**config.mk**
```make
export PLATFORM = sky130hd
export DESIGN_NAME = pcm_resample_mix_saturate_flat
export DESIGN_NICKNAME = d
export VERILOG_FILES = /design/src/sv/prms_pkg.sv /design/src/sv/prms_in_if.sv /design/src/sv/prms_out_if.sv /design/src/sv/prms_div.sv /design/src/sv/prms_mix.sv /design/src/sv/pcm_resample_mix_saturate.sv /design/src/flat_wrapper.sv
export SDC_FILE = /design/constraint.sdc
export NUM_CORES = 1
export LEC_CHECK = 0
export BUFFER_PORTS_ARGS = -buffer_cell sky130_fd_sc_hd__buf_2
export CAP_MARGIN = 10
export CORE_MARGIN = 1.5
export CORE_UTILIZATION = 60
export CTS_CLUSTER_SIZE = 16
export DETAILED_ROUTE_END_ITERATION = 7
export GPL_ROUTABILITY_DRIVEN = 0
export MAX_ROUTING_LAYER = met4
export PLACE_DENSITY = 0.79
export SLEW_MARGIN = 20
export SYNTH_ARGS = -nofsm -noshare
export SYNTH_HDL_FRONTEND = slang
export SYNTH_SLANG_ARGS = --single-unit
```
**constraint.sdc**
```tcl
create_clock -name i_clk -period 6.3 [get_ports i_clk]
set_clock_uncertainty 0.15 [all_clocks]
set_input_delay 0.63 -clock i_clk [delete_from_list [all_inputs] [get_ports i_clk]]
set_output_delay 0.63 -clock i_clk [all_outputs]
set_load 0.02 [all_outputs]
```
**src/sv/prms_pkg.sv**
```systemverilog
package prms_pkg;

    localparam int RATE_W = 18;
    localparam int FMT_W = 2;
    localparam int SAMPLE_W = 16;
    localparam int FRAMES_W = 13;
    localparam int ACC_W = 20;
    localparam int SUM_W = ACC_W + 1;
    localparam int PROD_W = FRAMES_W + RATE_W;
    localparam int CFG_IDX_W = 2;

    localparam logic [FRAMES_W-1:0] MAX_CHUNK_FRAMES = 13'd4096;
    localparam logic [ACC_W-1:0] ACC_MAX = 20'd524287;

    localparam int DIV_STEPS = ACC_W;
    localparam int DIV_CNT_W = $clog2(DIV_STEPS);

    localparam logic [CFG_IDX_W-1:0] CFG_SRC_RATE = 2'd0;
    localparam logic [CFG_IDX_W-1:0] CFG_DST_RATE = 2'd1;
    localparam logic [CFG_IDX_W-1:0] CFG_SRC_FMT = 2'd2;
    localparam logic [CFG_IDX_W-1:0] CFG_DST_FMT = 2'd3;

    localparam logic [RATE_W-1:0] RATE_RESET = 18'd22050;
    localparam logic [FMT_W-1:0] FMT_RESET = 2'd3;

    localparam int FMT_WIDE_BIT = 0;
    localparam int FMT_STEREO_BIT = 1;

    typedef enum logic [2:0] {
        ST_IDLE,
        ST_CHECK,
        ST_DIV,
        ST_MUL,
        ST_SUB,
        ST_FIN
    } t_state;

    typedef struct packed {
        logic busy;
        logic done;
    } t_div_sts;

endpackage

```
**src/sv/prms_in_if.sv**
```systemverilog
interface prms_in_if;
    import prms_pkg::*;

    logic                  valid;
    logic                  ready;
    logic                  start_req;
    logic [SAMPLE_W-1:0]   src_left_raw;
    logic [SAMPLE_W-1:0]   src_right_raw;
    logic [FRAMES_W-1:0]   src_frames_left;
    logic [SAMPLE_W-1:0]   dest_left_raw;
    logic [SAMPLE_W-1:0]   dest_right_raw;

    modport source (
        output valid, start_req, src_left_raw, src_right_raw, src_frames_left,
               dest_left_raw, dest_right_raw,
        input  ready
    );

    modport sink (
        input  valid, start_req, src_left_raw, src_right_raw, src_frames_left,
               dest_left_raw, dest_right_raw,
        output ready
    );

endinterface

```
**src/sv/prms_out_if.sv**
```systemverilog
interface prms_out_if;
    import prms_pkg::*;

    logic                  valid;
    logic                  ready;
    logic [SAMPLE_W-1:0]   mixed_left_raw;
    logic [SAMPLE_W-1:0]   mixed_right_raw;
    logic [FRAMES_W-1:0]   src_advance;

    modport source (
        output valid, mixed_left_raw, mixed_right_raw, src_advance,
        input  ready
    );

    modport sink (
        input  valid, mixed_left_raw, mixed_right_raw, src_advance,
        output ready
    );

endinterface

```
**src/sv/prms_div.sv**
```systemverilog
module prms_div
    import prms_pkg::*;
(
    input  logic                 i_clk,
    input  logic                 i_rst_n,
    input  logic                 i_start,
    input  logic [ACC_W-1:0]     i_dividend,
    input  logic [RATE_W-1:0]    i_divisor,
    output t_div_sts             o_sts,
    output logic [ACC_W-1:0]     o_quotient,
    output logic [RATE_W-1:0]    o_remainder
);

    logic                  r_busy;
    logic                  r_done;
    logic [DIV_CNT_W-1:0]  r_cnt;
    logic [RATE_W-1:0]     r_rem;
    logic [ACC_W-1:0]      r_quo;
    logic [RATE_W-1:0]     r_dvs;

    logic [RATE_W:0]       w_trial;
    logic [RATE_W+1:0]     w_diff;
    logic                  w_fits;

    assign w_trial = {r_rem, r_quo[ACC_W-1]};
    assign w_diff  = {1'b0, w_trial} - {2'b00, r_dvs};
    assign w_fits  = ~w_diff[RATE_W+1];

    always_ff @(posedge i_clk) begin
        if (!i_rst_n) begin
            r_busy <= 1'b0;
            r_done <= 1'b0;
            r_cnt  <= '0;
        end else begin
            r_done <= 1'b0;
            if (i_start) begin
                r_busy <= 1'b1;
                r_cnt  <= '0;
            end else if (r_busy) begin
                r_cnt <= r_cnt + DIV_CNT_W'(1);
                if (r_cnt == DIV_CNT_W'(DIV_STEPS - 1)) begin
                    r_busy <= 1'b0;
                    r_done <= 1'b1;
                end
            end
        end
    end

    always_ff @(posedge i_clk) begin
        if (i_start) begin
            r_rem <= '0;
            r_quo <= i_dividend;
            r_dvs <= i_divisor;
        end else if (r_busy) begin
            r_rem <= w_fits ? w_diff[RATE_W-1:0] : w_trial[RATE_W-1:0];
            r_quo <= {r_quo[ACC_W-2:0], w_fits};
        end
    end

    assign o_sts.busy  = r_busy;
    assign o_sts.done  = r_done;
    assign o_quotient  = r_quo;
    assign o_remainder = r_rem;

endmodule

```
**src/sv/prms_mix.sv**
```systemverilog
module prms_mix
    import prms_pkg::*;
(
    input  logic [SAMPLE_W-1:0]         i_dest,
    input  logic signed [SAMPLE_W-1:0]  i_held,
    input  logic                        i_wide,
    output logic [SAMPLE_W-1:0]         o_mix
);

    logic signed [SAMPLE_W:0]  w_sum16;
    logic signed [9:0]         w_sum8;

    assign w_sum16 = $signed({i_dest[SAMPLE_W-1], i_dest}) + $signed({i_held[SAMPLE_W-1], i_held});
    assign w_sum8  = $signed({2'b00, i_dest[7:0]})
                   + $signed({{2{i_held[SAMPLE_W-1]}}, i_held[SAMPLE_W-1:8]});

    always_comb begin
        if (i_wide) begin
            if (w_sum16 > 17'sd32767) begin
                o_mix = 16'h7FFF;
            end else if (w_sum16 < -17'sd32768) begin
                o_mix = 16'h8000;
            end else begin
                o_mix = w_sum16[SAMPLE_W-1:0];
            end
        end else begin
            if (w_sum8 > 10'sd255) begin
                o_mix = 16'h00FF;
            end else if (w_sum8 < 10'sd0) begin
                o_mix = 16'h0000;
            end else begin
                o_mix = {8'h00, w_sum8[7:0]};
            end
        end
    end

endmodule

```
**src/sv/pcm_resample_mix_saturate.sv**
```systemverilog
// Sample-and-hold resampler with saturating mix. Each input transfer is one destination
// frame; each output transfer carries the mixed frame and the number of source frames to
// skip. When the rate accumulator reaches dst_rate the source frame is latched, converted
// and folded to mono if needed, and a 20-step shift-subtract divider works out the skip
// count. A frame that latches nothing goes from the check state straight to finish; one
// that latches a source frame spends most of its time in the divider, then passes through
// a multiply and a subtract state if the quotient exceeds the frames left. Input is not
// ready while a frame is in work, but a finished result may wait in the output register
// while the next frame is taken. Configuration writes belong to idle periods only.
module pcm_resample_mix_saturate
    import prms_pkg::*;
(
    input  logic                   i_clk,
    input  logic                   i_rst_n,
    input  logic                   i_cfg_wr_en,
    input  logic [CFG_IDX_W-1:0]   i_cfg_index,
    input  logic [RATE_W-1:0]      i_cfg_data,
    prms_in_if.sink                i_src,
    prms_out_if.source             o_res
);

    function automatic logic signed [SAMPLE_W-1:0] f_decode(input logic [SAMPLE_W-1:0] raw,
                                                          input logic wide);
        if (wide) begin
            return raw;
        end
        return {~raw[7], raw[6:0], 8'h00};
    endfunction

    t_state r_state, n_state;

    logic [RATE_W-1:0]           r_src_rate, r_dst_rate;
    logic [FMT_W-1:0]            r_src_fmt, r_dst_fmt;

    logic signed [ACC_W-1:0]     r_accum;
    logic signed [SAMPLE_W-1:0]  r_held_l, r_held_r;

    logic signed [SUM_W-1:0]     r_acc;
    logic [FRAMES_W-1:0]         r_frames;
    logic [SAMPLE_W-1:0]         r_src_l, r_src_r, r_dest_l, r_dest_r;
    logic [FRAMES_W-1:0]         r_k;
    logic                        r_bypass;
    logic [PROD_W-1:0]           r_prod;

    logic                        r_out_valid;
    logic [SAMPLE_W-1:0]         r_out_l, r_out_r;
    logic [FRAMES_W-1:0]         r_out_adv;

    logic [RATE_W-1:0]           w_sr, w_dr;
    logic                        w_s16, w_sst, w_d16, w_dst;
    logic                        w_in_acc, w_in_ready, w_div_start, w_out_load;
    logic                        w_hit, w_no_frames, w_clamp;
    logic signed [ACC_W-1:0]     w_base;
    logic [FRAMES_W-1:0]         w_frames_in;
    logic signed [SAMPLE_W-1:0]  w_dec_l, w_dec_r, w_fold_l;
    logic signed [SAMPLE_W:0]    w_pair;
    logic [PROD_W-1:0]           w_diff;
    logic [SAMPLE_W-1:0]         w_mix_l, w_mix_r, w_res_l, w_res_r;
    t_div_sts                    w_div_sts;
    logic [ACC_W-1:0]            w_quo;
    logic [RATE_W-1:0]           w_rem;

    assign w_sr  = (r_src_rate == '0) ? RATE_W'(1) : r_src_rate;
    assign w_dr  = (r_dst_rate == '0) ? RATE_W'(1) : r_dst_rate;
    assign w_s16 = r_src_fmt[FMT_WIDE_BIT];
    assign w_sst = r_src_fmt[FMT_STEREO_BIT];
    assign w_d16 = r_dst_fmt[FMT_WIDE_BIT];
    assign w_dst = r_dst_fmt[FMT_STEREO_BIT];

    assign w_in_acc = i_src.valid && w_in_ready;

    assign w_base = i_src.start_req ? ($signed({2'b00, w_dr}) - $signed({2'b00, w_sr}))
                                    : r_accum;
    assign w_frames_in = (i_src.src_frames_left > MAX_CHUNK_FRAMES) ? MAX_CHUNK_FRAMES
                                                                   : i_src.src_frames_left;

    assign w_hit       = r_acc >= $signed({3'b000, w_dr});
    assign w_no_frames = (r_frames == '0);
    assign w_clamp     = w_quo > {{(ACC_W-FRAMES_W){1'b0}}, r_frames};

    assign w_dec_l  = f_decode(r_src_l, w_s16);
    assign w_dec_r  = w_sst ? f_decode(r_src_r, w_s16) : w_dec_l;
    assign w_pair   = $signed({w_dec_l[SAMPLE_W-1], w_dec_l})
                    + $signed({w_dec_r[SAMPLE_W-1], w_dec_r});
    assign w_fold_l = w_dst ? w_dec_l : w_pair[SAMPLE_W:1];

    assign w_diff = PROD_W'(unsigned'(r_acc)) - r_prod;

    prms_div u_div (
        .i_clk       (i_clk),
        .i_rst_n     (i_rst_n),
        .i_start     (w_div_start),
        .i_dividend  (r_acc[ACC_W-1:0]),
        .i_divisor   (w_dr),
        .o_sts       (w_div_sts),
        .o_quotient  (w_quo),
        .o_remainder (w_rem)
    );

    prms_mix u_mix_l (
        .i_dest (r_dest_l),
        .i_held (r_held_l),
        .i_wide (w_d16),
        .o_mix  (w_mix_l)
    );

    prms_mix u_mix_r (
        .i_dest (r_dest_r),
        .i_held (r_held_r),
        .i_wide (w_d16),
        .o_mix  (w_mix_r)
    );

    always_comb begin
        if (r_bypass) begin
            w_res_l = w_d16 ? r_dest_l : {8'h00, r_dest_l[7:0]};
            w_res_r = (w_dst && !w_d16) ? {8'h00, r_dest_r[7:0]} : r_dest_r;
        end else begin
            w_res_l = w_mix_l;
            w_res_r = w_dst ? w_mix_r : r_dest_r;
        end
    end

    always_comb begin
        n_state = r_state;
        case (r_state)
            ST_IDLE: begin
                if (w_in_acc) begin
                    n_state = ST_CHECK;
                end
            end
            ST_CHECK: begin
                if (w_div_start) begin
                    n_state = ST_DIV;
                end else begin
                    n_state = ST_FIN;
                end
            end
            ST_DIV: begin
                if (w_div_sts.done) begin
                    n_state = w_clamp ? ST_MUL : ST_FIN;
                end
            end
            ST_MUL: begin
                n_state = ST_SUB;
            end
            ST_SUB: begin
                n_state = ST_FIN;
            end
            ST_FIN: begin
                if (w_out_load) begin
                    n_state = ST_IDLE;
                end
            end
            default: begin
                n_state = ST_IDLE;
            end
        endcase
    end

    always_comb begin
        w_in_ready  = 1'b0;
        w_div_start = 1'b0;
        w_out_load  = 1'b0;
        case (r_state)
            ST_IDLE: begin
                w_in_ready = 1'b1;
            end
            ST_CHECK: begin
                w_div_start = !w_no_frames && w_hit;
            end
            ST_FIN: begin
                w_out_load = !r_out_valid || o_res.ready;
            end
            default: begin
                w_in_ready = 1'b0;
            end
        endcase
    end

    always_ff @(posedge i_clk) begin
        if (!i_rst_n) begin
            r_state     <= ST_IDLE;
            r_src_rate  <= RATE_RESET;
            r_dst_rate  <= RATE_RESET;
            r_src_fmt   <= FMT_RESET;
            r_dst_fmt   <= FMT_RESET;
            r_accum     <= '0;
            r_held_l    <= '0;
            r_held_r    <= '0;
            r_out_valid <= 1'b0;
        end else begin
            r_state <= n_state;

            if (i_cfg_wr_en) begin
                case (i_cfg_index)
                    CFG_SRC_RATE: r_src_rate <= i_cfg_data;
                    CFG_DST_RATE: r_dst_rate <= i_cfg_data;
                    CFG_SRC_FMT:  r_src_fmt  <= i_cfg_data[FMT_W-1:0];
                    CFG_DST_FMT:  r_dst_fmt  <= i_cfg_data[FMT_W-1:0];
                    default:      r_src_rate <= r_src_rate;
                endcase
            end

            if (w_in_acc) begin
                r_accum <= w_base;
            end

            if (r_state == ST_CHECK && !w_no_frames) begin
                if (w_hit) begin
                    r_held_l <= w_fold_l;
                    r_held_r <= w_dec_r;
                end else begin
                    r_accum <= r_acc[ACC_W-1:0];
                end
            end

            if (r_state == ST_DIV && w_div_sts.done && !w_clamp) begin
                r_accum <= {{(ACC_W-RATE_W){1'b0}}, w_rem};
            end

            if (r_state == ST_SUB) begin
                r_accum <= (w_diff[SUM_W-1:0] > {1'b0, ACC_MAX}) ? ACC_MAX
                                                                 : w_diff[ACC_W-1:0];
            end

            if (w_out_load) begin
                r_out_valid <= 1'b1;
            end else if (o_res.ready) begin
                r_out_valid <= 1'b0;
            end
        end
    end

    always_ff @(posedge i_clk) begin
        if (w_in_acc) begin
            r_acc    <= $signed({w_base[ACC_W-1], w_base}) + $signed({3'b000, w_sr});
            r_frames <= w_frames_in;
            r_src_l  <= i_src.src_left_raw;
            r_src_r  <= i_src.src_right_raw;
            r_dest_l <= i_src.dest_left_raw;
            r_dest_r <= i_src.dest_right_raw;
        end
        if (r_state == ST_CHECK) begin
            r_bypass <= w_no_frames;
            r_k      <= '0;
        end
        if (r_state == ST_DIV && w_div_sts.done) begin
            r_k <= w_clamp ? r_frames : w_quo[FRAMES_W-1:0];
        end
        if (r_state == ST_MUL) begin
            r_prod <= PROD_W'(r_frames) * PROD_W'(w_dr);
        end
        if (w_out_load) begin
            r_out_l   <= w_res_l;
            r_out_r   <= w_res_r;
            r_out_adv <= r_k;
        end
    end

    assign i_src.ready           = w_in_ready;
    assign o_res.valid           = r_out_valid;
    assign o_res.mixed_left_raw  = r_out_l;
    assign o_res.mixed_right_raw = r_out_r;
    assign o_res.src_advance     = r_out_adv;

endmodule

```
**src/flat_wrapper.sv**
```systemverilog
// flat-port wrapper written by rule: the top's interface ports become plain ports
module pcm_resample_mix_saturate_flat import prms_pkg::*;
  (i_clk, i_rst_n, i_cfg_wr_en, i_cfg_index, i_cfg_data, i_src_valid, i_src_start_req, i_src_src_left_raw, i_src_src_right_raw, i_src_src_frames_left, i_src_dest_left_raw, i_src_dest_right_raw, i_src_ready, o_res_valid, o_res_mixed_left_raw, o_res_mixed_right_raw, o_res_src_advance, o_res_ready);
  prms_in_if i_src_i ();
  prms_out_if o_res_i ();
  input  logic i_clk;
  input  logic i_rst_n;
  input  logic i_cfg_wr_en;
  input  logic [CFG_IDX_W-1:0] i_cfg_index;
  input  logic [RATE_W-1:0] i_cfg_data;
  input wire logic [$bits(i_src_i.valid)-1:0] i_src_valid;
  input wire logic [$bits(i_src_i.start_req)-1:0] i_src_start_req;
  input wire logic [$bits(i_src_i.src_left_raw)-1:0] i_src_src_left_raw;
  input wire logic [$bits(i_src_i.src_right_raw)-1:0] i_src_src_right_raw;
  input wire logic [$bits(i_src_i.src_frames_left)-1:0] i_src_src_frames_left;
  input wire logic [$bits(i_src_i.dest_left_raw)-1:0] i_src_dest_left_raw;
  input wire logic [$bits(i_src_i.dest_right_raw)-1:0] i_src_dest_right_raw;
  output wire logic [$bits(i_src_i.ready)-1:0] i_src_ready;
  output wire logic [$bits(o_res_i.valid)-1:0] o_res_valid;
  output wire logic [$bits(o_res_i.mixed_left_raw)-1:0] o_res_mixed_left_raw;
  output wire logic [$bits(o_res_i.mixed_right_raw)-1:0] o_res_mixed_right_raw;
  output wire logic [$bits(o_res_i.src_advance)-1:0] o_res_src_advance;
  input wire logic [$bits(o_res_i.ready)-1:0] o_res_ready;
  assign i_src_i.valid = i_src_valid;
  assign i_src_i.start_req = i_src_start_req;
  assign i_src_i.src_left_raw = i_src_src_left_raw;
  assign i_src_i.src_right_raw = i_src_src_right_raw;
  assign i_src_i.src_frames_left = i_src_src_frames_left;
  assign i_src_i.dest_left_raw = i_src_dest_left_raw;
  assign i_src_i.dest_right_raw = i_src_dest_right_raw;
  assign i_src_ready = i_src_i.ready;
  assign o_res_valid = o_res_i.valid;
  assign o_res_mixed_left_raw = o_res_i.mixed_left_raw;
  assign o_res_mixed_right_raw = o_res_i.mixed_right_raw;
  assign o_res_src_advance = o_res_i.src_advance;
  assign o_res_i.ready = o_res_ready;
  pcm_resample_mix_saturate u_core (.i_clk(i_clk), .i_rst_n(i_rst_n), .i_cfg_wr_en(i_cfg_wr_en), .i_cfg_index(i_cfg_index), .i_cfg_data(i_cfg_data), .i_src(i_src_i), .o_res(o_res_i));
endmodule
```
Word-level counts from Yosys, hierarchy flattened:

Cells that the tools add are included.

* add/subtract/negate cells: 10
* multiply operators: 1
* order comparisons: 12
* eq/ne operators: 12
* mux-type cells: 52
* bitwise gates (word level): 5
* reductions and logical operators: 27

Operators by type and width (count)
* 2-to-1 mux 16 bit: 17
* 2-to-1 mux 20 bit: 9
* 2-to-1 mux 18 bit: 3
* adder 16 x 16 -> 17 bit: 3
* 2-to-1 mux 13 bit: 3
* zero test 18 bit: 2
* > comparator 17 x 16 -> 1 bit (second input constant): 2
* < comparator 17 x 16 -> 1 bit (second input constant): 2
* 2-to-1 mux 8 bit: 4
* adder 20 x 19 -> 21 bit: 1
* greater-or-equal comparator 21 x 19 -> 1 bit: 1
* > comparator 21 x 19 -> 1 bit (second input constant): 1
* multiplier 13 x 18 -> 21 bit: 1
* subtractor 21 bit: 1
* adder 9 x 8 -> 10 bit: 2
* > comparator 10 x 9 -> 1 bit (second input constant): 2
* > comparator 20 x 13 -> 1 bit: 1
* < comparator 10 x 1 -> 1 bit (second input constant): 2
* subtractor 19 x 18 -> 20 bit: 1
* subtractor 18 x 18 -> 19 bit: 1
* one-hot mux 3 bit (6 select lines): 1
* 2-to-1 mux 3 bit: 5
* > comparator 13 bit (second input constant): 1
* zero test 13 bit: 1
* 21 further kinds: 52

* bits in registers: 337
* input port bits: 103
* output and inout bits: 47
* word-level logic and storage cells: 146

Longest topological paths before layout:

Gate-level depths: netlist of the first run.

* depth in word-level cells: 9
* depth in mapped cells: 26
* mapped depth without buffers: 25

By module:

A second synthesis of the first run with hierarchy kept.

* cells, all modules: 2937
* area, all modules: 27048.4 um^2

Modules (own cells, without submodules)
* pcm_resample_mix_saturate: instances 1, cells each 2208, area an instance 20598.5 um^2, seq. area each 7267.0 um^2
* prms_div: instances 1, cells each 352, area an instance 3619.7 um^2, seq. area each 1641.6 um^2
* prms_mix (u_core.u_mix_l): instances 1, cells each 190, area an instance 1476.4 um^2, seq. area each 0.0 um^2
* prms_mix (u_core.u_mix_r): instances 1, cells each 187, area an instance 1353.8 um^2, seq. area each 0.0 um^2

Least setup slack after synthesis of the first run:

OpenSTA, ideal clock, no wires.

* path kind: register -> register
* start point: reg u_core.r_frames[3]
* end point: reg u_core.r_prod[18] (data pin)
* library setup time: 0.180 ns
* arrival time: 5.242 ns
* required time: 5.970 ns
* slack: 0.728 ns
* cell stages (with the launch flop): 23
* buffers on the path: 1
* period minus slack after synthesis: 5.572 ns
* cell sequence: edfxtp_1 -> inv_1 -> buf_1 -> nor2_1 -> fa_1 -> inv_1 -> fa_1 -> inv_1 -> fa_1 -> inv_1 -> fa_1 -> fa_1 -> inv_1 -> ha_1 -> inv_1 -> a21oi_1 -> o211ai_1 -> nand2_1 -> a211oi_1 -> nor3_1 -> and2_1 -> o21ai_0 -> a221oi_1

* longest elaborated chain between the ends: 1

RTL lines
* start, declared: RTL line pcm_resample_mix_saturate.sv:39 `logic [FRAMES_W-1:0] r_frames;`
* start signal, assigned: RTL line pcm_resample_mix_saturate.sv:238 `r_frames <= w_frames_in;`
* multiplier 13 x 18 -> 21 bit: RTL line pcm_resample_mix_saturate.sv:252 `r_prod <= PROD_W'(r_frames) * PROD_W'(w_dr);`
* end signal, assigned: RTL line pcm_resample_mix_saturate.sv:252
* end, declared: RTL line pcm_resample_mix_saturate.sv:43 `logic [PROD_W-1:0] r_prod;`

No other way between the ends.
A chain may end at the register's enable or synchronous reset.

Worst setup path in the final report of the first run:

* start point: reg u_core.r_dst_rate[1]
* end point: reg u_core.r_prod[18] (data pin)

* longest elaborated chain between the ends: 3

RTL lines
* start, declared: RTL line pcm_resample_mix_saturate.sv:32 `logic [RATE_W-1:0] r_src_rate, r_dst_rate;`
* start signal, assigned: RTL line pcm_resample_mix_saturate.sv:198 `CFG_DST_RATE: r_dst_rate <= i_cfg_data;`
* zero test 18 bit: RTL line pcm_resample_mix_saturate.sv:64 `assign w_dr = (r_dst_rate == '0) ? RATE_W'(1) : r_dst_rate;`
* 2-to-1 mux 18 bit: RTL line pcm_resample_mix_saturate.sv:64
* named net u_core.u_div.i_divisor[0]: RTL line prms_div.sv:8 `input logic [RATE_W-1:0] i_divisor,`
* multiplier 13 x 18 -> 21 bit: RTL line pcm_resample_mix_saturate.sv:252

The timed path passes the listed nets, and every way through them passes these cells.

==> results of run 1 <==
==> cell families after synthesis <==
kind of cell / count (synthesis)
and+or+nand+nor: 809
AOI/OAI and AO/OA: 663
buffers and inverters: 463
adders and majority gates: 363
DFF: 337
xor gates and xnor gates: 138
muxes: 84
==> cell usage in the layout, fill, tap and decap left out, types with 39 or more instances in the layout <==
cell type  count
ha_1         216
a21o_1        48
mux2i_1       47
inv_1        315
a21oi_1      233
buf_2        149
o21ai_0      144
nor2_1       227
dfxtp_1      121
clkbuf_16     39
nand2_1      320
xnor2_1       95
nand3_1       40
xor2_1        43
edfxtp_1     216
buf_4         58
fa_1         142
nor2b_1       43
==> sequential cells by signal, summed over array words and instances, names as in the netlist, 18 cells and up <==
| name | cells |
|---|---|
| u_core.u_div.r_dvs | 18 |
| u_core.r_dst_rate | 18 |
| u_core.u_div.o_quotient | 20 |
| u_core.r_prod | 21 |
| u_core.u_div.o_remainder | 18 |
| u_core.r_src_rate | 18 |
| u_core.r_accum | 20 |
| u_core.r_acc | 21 |
==> path summary, 6_finish.rpt <==
path / start / to / slack (ns) / cells after the start
max reg2reg: u_core.r_dst_rate[1] / u_core.r_prod[18] / 0.32 / 21
min reg2reg: u_core.r_k[3] / u_core.o_res.src_advance[3] / 0.27 / 0
min: i_src_dest_left_raw[11] / u_core.r_dest_l[11] / 0.09 / 1
max: u_core.r_dst_rate[1] / u_core.r_prod[18] / 0.32 / 21
==> metrics by stage <==
| stage | total power [W] | util [%] |
|---|---|---|
| 2_1_floorplan | 0.0104 | - |
| 3_3_place_gp | 0.0125 | 64.1 |
| 3_5_place_dp | 0.0129 | 64.1 |
| 4_1_cts | 0.0152 | 67.0 |
| 5_1_grt | 0.0165 | 67.1 |
| 6_report | 0.0154 | 67.1 |
==> Yosys cell counts (24+ instances only) <==
cell	n	share of area (%)
a211oi_1	24	0.69
a21o_1	48	1.4
a21oi_1	234	4.5
a31oi_1	24	0.57
clkbuf_1	111	1.6
dfxtp_1	121	9.2
edfxtp_1	216	25
fa_1	142	11
ha_1	216	10
inv_1	315	4.5
mux2_2	37	1.6
mux2i_1	47	1.8
nand2_1	321	4.6
nand3_1	40	0.76
nor2_1	227	3.2
nor2b_1	44	1.0
nor3_1	34	0.65
nor4_1	24	0.57
o211ai_1	27	0.77
o21a_1	35	1.0
o21ai_0	146	2.8
xnor2_1	95	3.2
xor2_1	43	1.4
==> power breakdown <==
part | internal, W | switching (W) | total, W
clock | 0.00133 | 0.000931 | 0.00226
combinational | 0.00374 | 0.00548 | 0.00921
sequential | 0.00332 | 0.000616 | 0.00393
total | 0.00838 | 0.00702 | 0.0154
==> final cells by class <==
class                      count  area (um2)
tap                          585         732
multi-input combinational   2057       15600
clock inverter                20         180
timing repair buffer         208        1200
inverter                     326        1230
clock buffer                  49        1070
fill                        3366       14200
antenna                        4        10.0
sequential                   337        8910
==> layer usage <==
metal | vias to the layer above | global-route usage (%) | part of all wire (%)
met5 | - | - | 0
met4 | 0 | 21.4 | 6.7
met3 | 345 | 7.25 | 10
met2 | 1251 | 55.2 | 46
met1 | 10700 | 42.5 | 38
li1 | 10100 | - | -
==> timing repair <==
action	in CTS	in global routing
gates resized for setup	0	6
endpoints found under the setup margin	0	4
hold buffers	0	0
==> results.md, run 1 <==
- Post-CTS Setup Bufs: 0
- Synth Area in Adders: 21.3%
- Clk slew on worst S/H paths: 0.06 ns
- RSZ-0062 raised after global routing: no
- Dpl ws: 0.270 ns
- Initial Util: 60.9%
- Synth Area in Simple Gates: 13.9%
- Critical-path cell list: nor4_1, a31o_4, nand2_1, fa_1, fa_1, inv_1, ha_1, ha_1, fa_1, inv_1, fa_1, nor2b_1, o21ai_0, a21oi_2, o211ai_1, nand2_1, a211oi_1, nor3_2, and2_1, o21ai_0, a221oi_1
- Max-Cap Viols: 0
- Kind of cell adding the most delay to the critical path: adder cells
- P per Cell Area: 533 nW/um2
- Routed len/inst: 21.3 um
- First-pass GRT wire length: 119000 um
- Yosys cell types: 92
- Placed cell count: 3513
- Cell Area, Placed: 27600 um2
- H-tree levels: 2
- Largest net degree at the start of global routing: 64
- Detailed Route WL: 76300 um
- Worst-margin pin slew: 1.03 ns
- Share of cells above drive strength 1: 11.7%
- Vias per cell: 6.23
- Mapped Cells: 2857
- CTS tree: built
- CTS Buffer Depth: 3
- Critical path arrival: 6.22 ns
- Die span in y: 212 um
- Hold Worst Slack: 0.0885 ns
- Synth Area in XOR/XNOR: 4.61%
- Max stage delay on crit path: 0.53 ns
- Max VDD drop: 1230 uV
- Post-route DRC: 0
- HPWL after DPL: 57800 um
- Run status: complete, no violations
- Post-synth EDFFs: 216
- IO buf count: 149
- Max-slew violation count: 0
- Setup slack after layout: 0.319 ns
- Slowest cell on the critical path: fa_1
- Slew headroom: 31.2%
- Nets: 3429
- Main combinational cell family by area after synthesis: adder cells
- Static Leakage: 12.8 nW
- Setup CP Type: flop to flop
- First-pass DRT Iterations: 7
- GRT overflow: 0
- Commonest register cell after synthesis: edfxtp_1
- # setup viols final: 0
- Async S/R FF share, synth: 0%
- Core ar.: 43100 um2
- Width of the die: 212 um
- Synth Net Count: 3318
- Setup TNS: 0 ns
- Worst-Skew Late Latency: 0.57 ns
- Root Driver: clkbuf_16
- Via Count: 22300
- All-Layer GR Usage: 35.4%
- Buffers & Inverters on Critical Path: 2
- Mapped Area: 26200 um2
- Rows: 76
- Worst Path Max Fanout: 10
- Cts bufs inserted: 38
- F_max: 0.167 GHz
- Area Overhead vs Synth: 10.2%
- Hold Crit Class: input pin to flop
- CP endpoint kind: flop
- Ports: 150
- Avg Inst Size Synth: 9.18 um2
- Number of synthesized register bits: 337
- Syn. warnings: 0
- Clk sinks: 337
- Initial antenna violation count: 3
- Post-synthesis mux area share: 3.38%
- Min Tclk post-route: 5.98 ns
- Worst EP required: 6.54 ns
- Sequential fraction of the synthesis area: 34.0%
- DR iter-0 viols: 2321
- Crit start category: flop
- Vias in the first global route: 22300
- Final Hold Fails: 0
- Fin area: 28900 um2
- Final ANT Viol Nets: 0
- Die area: 45000 um2
- Most used cell, CP: fa_1
- Final Non-Filler Cells: 3586
- Compound-Gate Fraction of Synth Area: 15.9%
- Period utilization: 94.9%
(Power assumes the default switching activity.)
==> inputs of run 2 (changes only) <==
--- a/config.mk
+++ b/config.mk
@@ -8,12 +8,12 @@
 export BUFFER_PORTS_ARGS = -buffer_cell sky130_fd_sc_hd__buf_2
 export CAP_MARGIN = 10
 export CORE_MARGIN = 1.5
-export CORE_UTILIZATION = 60
+export CORE_UTILIZATION = 63
 export CTS_CLUSTER_SIZE = 16
 export DETAILED_ROUTE_END_ITERATION = 7
 export GPL_ROUTABILITY_DRIVEN = 0
 export MAX_ROUTING_LAYER = met4
-export PLACE_DENSITY = 0.79
+export PLACE_DENSITY = 0.82
 export SLEW_MARGIN = 20
 export SYNTH_ARGS = -nofsm -noshare
 export SYNTH_HDL_FRONTEND = slang
==> run 2 against run 1 <==
Compared with the run above:
- die area decreased by 4.7%
- wire length increased by 1.2%
- combinational power increased by 0.4%
- cell count decreased by 1.8%
- utilization increased by 3.4 points
- critical path depth increased by 1
- cell area decreased by 0.19%
- critical endpoint unchanged
==> results.md, run 2 (synthesis gave the netlist of run 1 again) <==
- Largest regs: u_core.r_acc: 21 flops, u_core.r_prod: 21 flops
- All-Layer GR Usage: 36.6% (+1.2 points)
- Final Hold Fails: 0 (unchanged)
- Root Driver: clkbuf_16
- Static Leakage: 12.7 nW (-0.34%)
- Vias in the first global route: 22300 (-0.13%)
- Run status: complete, no violations
- Comb power frac: 59.4% (-0.4 points)
- Hold Crit Class: input pin to flop
- Kind of cell adding the most delay to the critical path: adder cells
- Min Tclk post-route: 6.08 ns (+0.102 ns)
- Routed len/inst: 21.9 um (+3.1%)
- Max-Cap Viols: 0 (unchanged)
- Worst Path Max Fanout: 7 (-3)
- Pwr Total: 0.0156 W (+1.1%)
- Net Sw Power: 0.00709 W (+1.0%)
- DR iter-0 viols: 2668 (+15%)
- CTS tree: built
- Detailed Route WL: 77300 um (+1.2%)
- Clk sinks: 337 (unchanged)
- Post-route DRC: 0 (unchanged)
- Fin area: 28800 um2 (-0.19%)
- # setup viols final: 0 (unchanged)
- Max stage delay on crit path: 0.54 ns (about the same)
- Ports: 150 (unchanged)
- Final ANT Viol Nets: 0 (unchanged)
- Sw frac: 45.5% (-0.063 points)
- Share of cells above drive strength 1: 11.8% (+0.039 points)
- Number of hold buffers added after CTS: 0 (unchanged)
- Vias per cell: 6.35 (+1.9%)
- Fraction of power consumed by the clock network: 15.3% (+0.6 points)
- Area Overhead vs Synth: 9.97%
- Die area: 42900 um2 (-4.7%)
- CTS Buffer Depth: 3 (unchanged)
- Via Count: 22300 (+0.11%)
- Internal power: 0.00849 W (+1.3%)
- Core ar.: 40900 um2 (-5.0%)
- Nets: 3418 (-0.32%)
- Cts bufs inserted: 38 (unchanged)
- Commonest non-fill, non-tap cells in the layout: nand2_1, inv_1, a21oi_1, nor2_1
- Fillers: 3009 (-11%)
- Setup TNS: 0 ns (unchanged)
- F_max: 0.164 GHz (-1.7%)
- Max-slew violation count: 0 (unchanged)
- Crit start category: flop
- GRT overflow: 0 (unchanged)
- First-pass GRT wire length: 120000 um (+1.0%)
- Worst EP required: 6.53 ns (about the same)
- Clk slew on worst S/H paths: 0.06 ns (about the same)
- Flop pwr share: 25.3% (-0.2 points)
- Slew headroom: 34.1% (+2.9 points)
- Setup CP Type: flop to flop
- First-pass DRT Iterations: 8 (+1)
- Commonest non-fill, non-tap cell in the layout: nand2_1
- HPWL after DPL: 57500 um (-0.51%)
- Largest net degree at the start of global routing: 73 (+14%)
- Max VDD drop: 1080 uV (-12%)
- Cell Area, Placed: 27400 um2 (-0.63%)
- IO buf count: 149 (unchanged)
- Rows: 74 (-2.6%)
- Initial antenna violation count: 2 (-1)
- H-tree levels: 2 (unchanged)
- Width of the die: 207 um (-2.4%)
- Slowest cell on the critical path: fa_1
- Most used cell, CP: fa_1
- Period utilization: 96.6% (+1.6 points)
- Critical path arrival: 6.31 ns (+0.09 ns)
- Buffers & Inverters on Critical Path: 2 (unchanged)
- Die span in y: 207 um (-2.4%)
- Initial Util: 64.1% (+3.2 points)
- Critical-path cell list: nor4_1, and3_1, a31o_2, nand2_1, fa_1, fa_1, inv_1, ha_1, ha_1, fa_1, inv_1, fa_1, nor2b_1, o21ai_0, a21oi_1, o211ai_1, nand2_1, a211oi_2, nor3_2, and2_1, o21ai_0, a221oi_1
- Worst-margin pin slew: 0.989 ns (-0.0434 ns)
- Hold Worst Slack: 0.0737 ns (-0.0148 ns)
- P per Cell Area: 540 nW/um2 (+1.3%)
- CP endpoint kind: flop
- Worst-Skew Late Latency: 0.58 ns (about the same)
## run 2: cell count changes in the layout (fill, tap and decap cells not counted), sizes merged
cell / delta
inv: -4
bufinv: +2
buf: -11
clkbuf: -4
clkinv: +1
diode: -1
clkinvlp: +6
## run 2: per-layer routing
layer  vias to the layer above  routed length [um]  part of all wire (%)  track usage [%]
met4                         0                5790                   7.5             23.6
li1                      10100                   -                     -                -
met5                         -                   0                     0                -
met1                     10500               27800                    36             43.5
met2                      1413               35200                    46             56.5
met3                       376                8560                    11             8.04
## run 2: final cells by class
type                    count  area [um2]  area share, %
multi-input cells        2057       15600           54.0
diodes                      3        7.51         0.0260
flip-flops and latches    337        8910           30.9
inverters                 326        1240           4.32
repair buffers            197        1120           3.88
well taps                 532         666           2.31
clock inverters            25         284          0.985
clock buffers              45        1050           3.64
## run 2: stage by stage
step	utilization, %	instances	worst slack (ns)
5_1_grt	70.5	3521	-0.00683
6_report	70.5	3522	0.216
3_3_place_gp	67.0	3446	0.445
2_1_floorplan	-	2857	0.728
3_5_place_dp	67.0	3446	0.266
4_1_cts	70.3	3516	0.114
## run 2: what timing repair did
| action | CTS | global route |
|---|---|---|
| endpoints found under the setup margin | 0 | 6 |
| gates resized for setup | 0 | 9 |
| buffers inserted | 0 | 3 |
## run 2: worst register-to-register path: stages (launching register included)
cell and delay (ns):
dfxtp_1 0.32, nor4_1 0.26, and3_1 0.25, a31o_2 0.34
nand2_1 0.13, fa_1 0.46, fa_1 0.53, inv_1 0.05
ha_1 0.28, ha_1 0.22, fa_1 0.54, inv_1 0.07
fa_1 0.46, nor2b_1 0.14, o21ai_0 0.15, a21oi_1 0.30
o211ai_1 0.15, nand2_1 0.16, a211oi_2 0.10, nor3_2 0.28
and2_1 0.19, o21ai_0 0.09, a221oi_1 0.29
## run 2: power by group through the flow
stage / Combinational (W) / Clock, W / Sequential (W)
CTS: 0.00907 / 0.00239 / 0.00390
global route: 0.0103 / 0.00247 / 0.00397
detailed placement: 0.00894 / 0 / 0.00393
global placement: 0.00855 / 0 / 0.00392
finish: 0.00925 / 0.00238 / 0.00395
floorplan: 0.00679 / 0 / 0.00362
## run 2: worst paths after layout
kind,start,end,slack [ns],depth (start not counted)
max reg2reg,u_core.r_dst_rate[5],u_core.r_prod[18],0.22,22
max,u_core.r_dst_rate[5],u_core.r_prod[18],0.22,22
min reg2reg,u_core.r_k[4],u_core.o_res.src_advance[4],0.27,0
min,i_src_src_right_raw[8],u_core.r_src_r[8],0.07,1
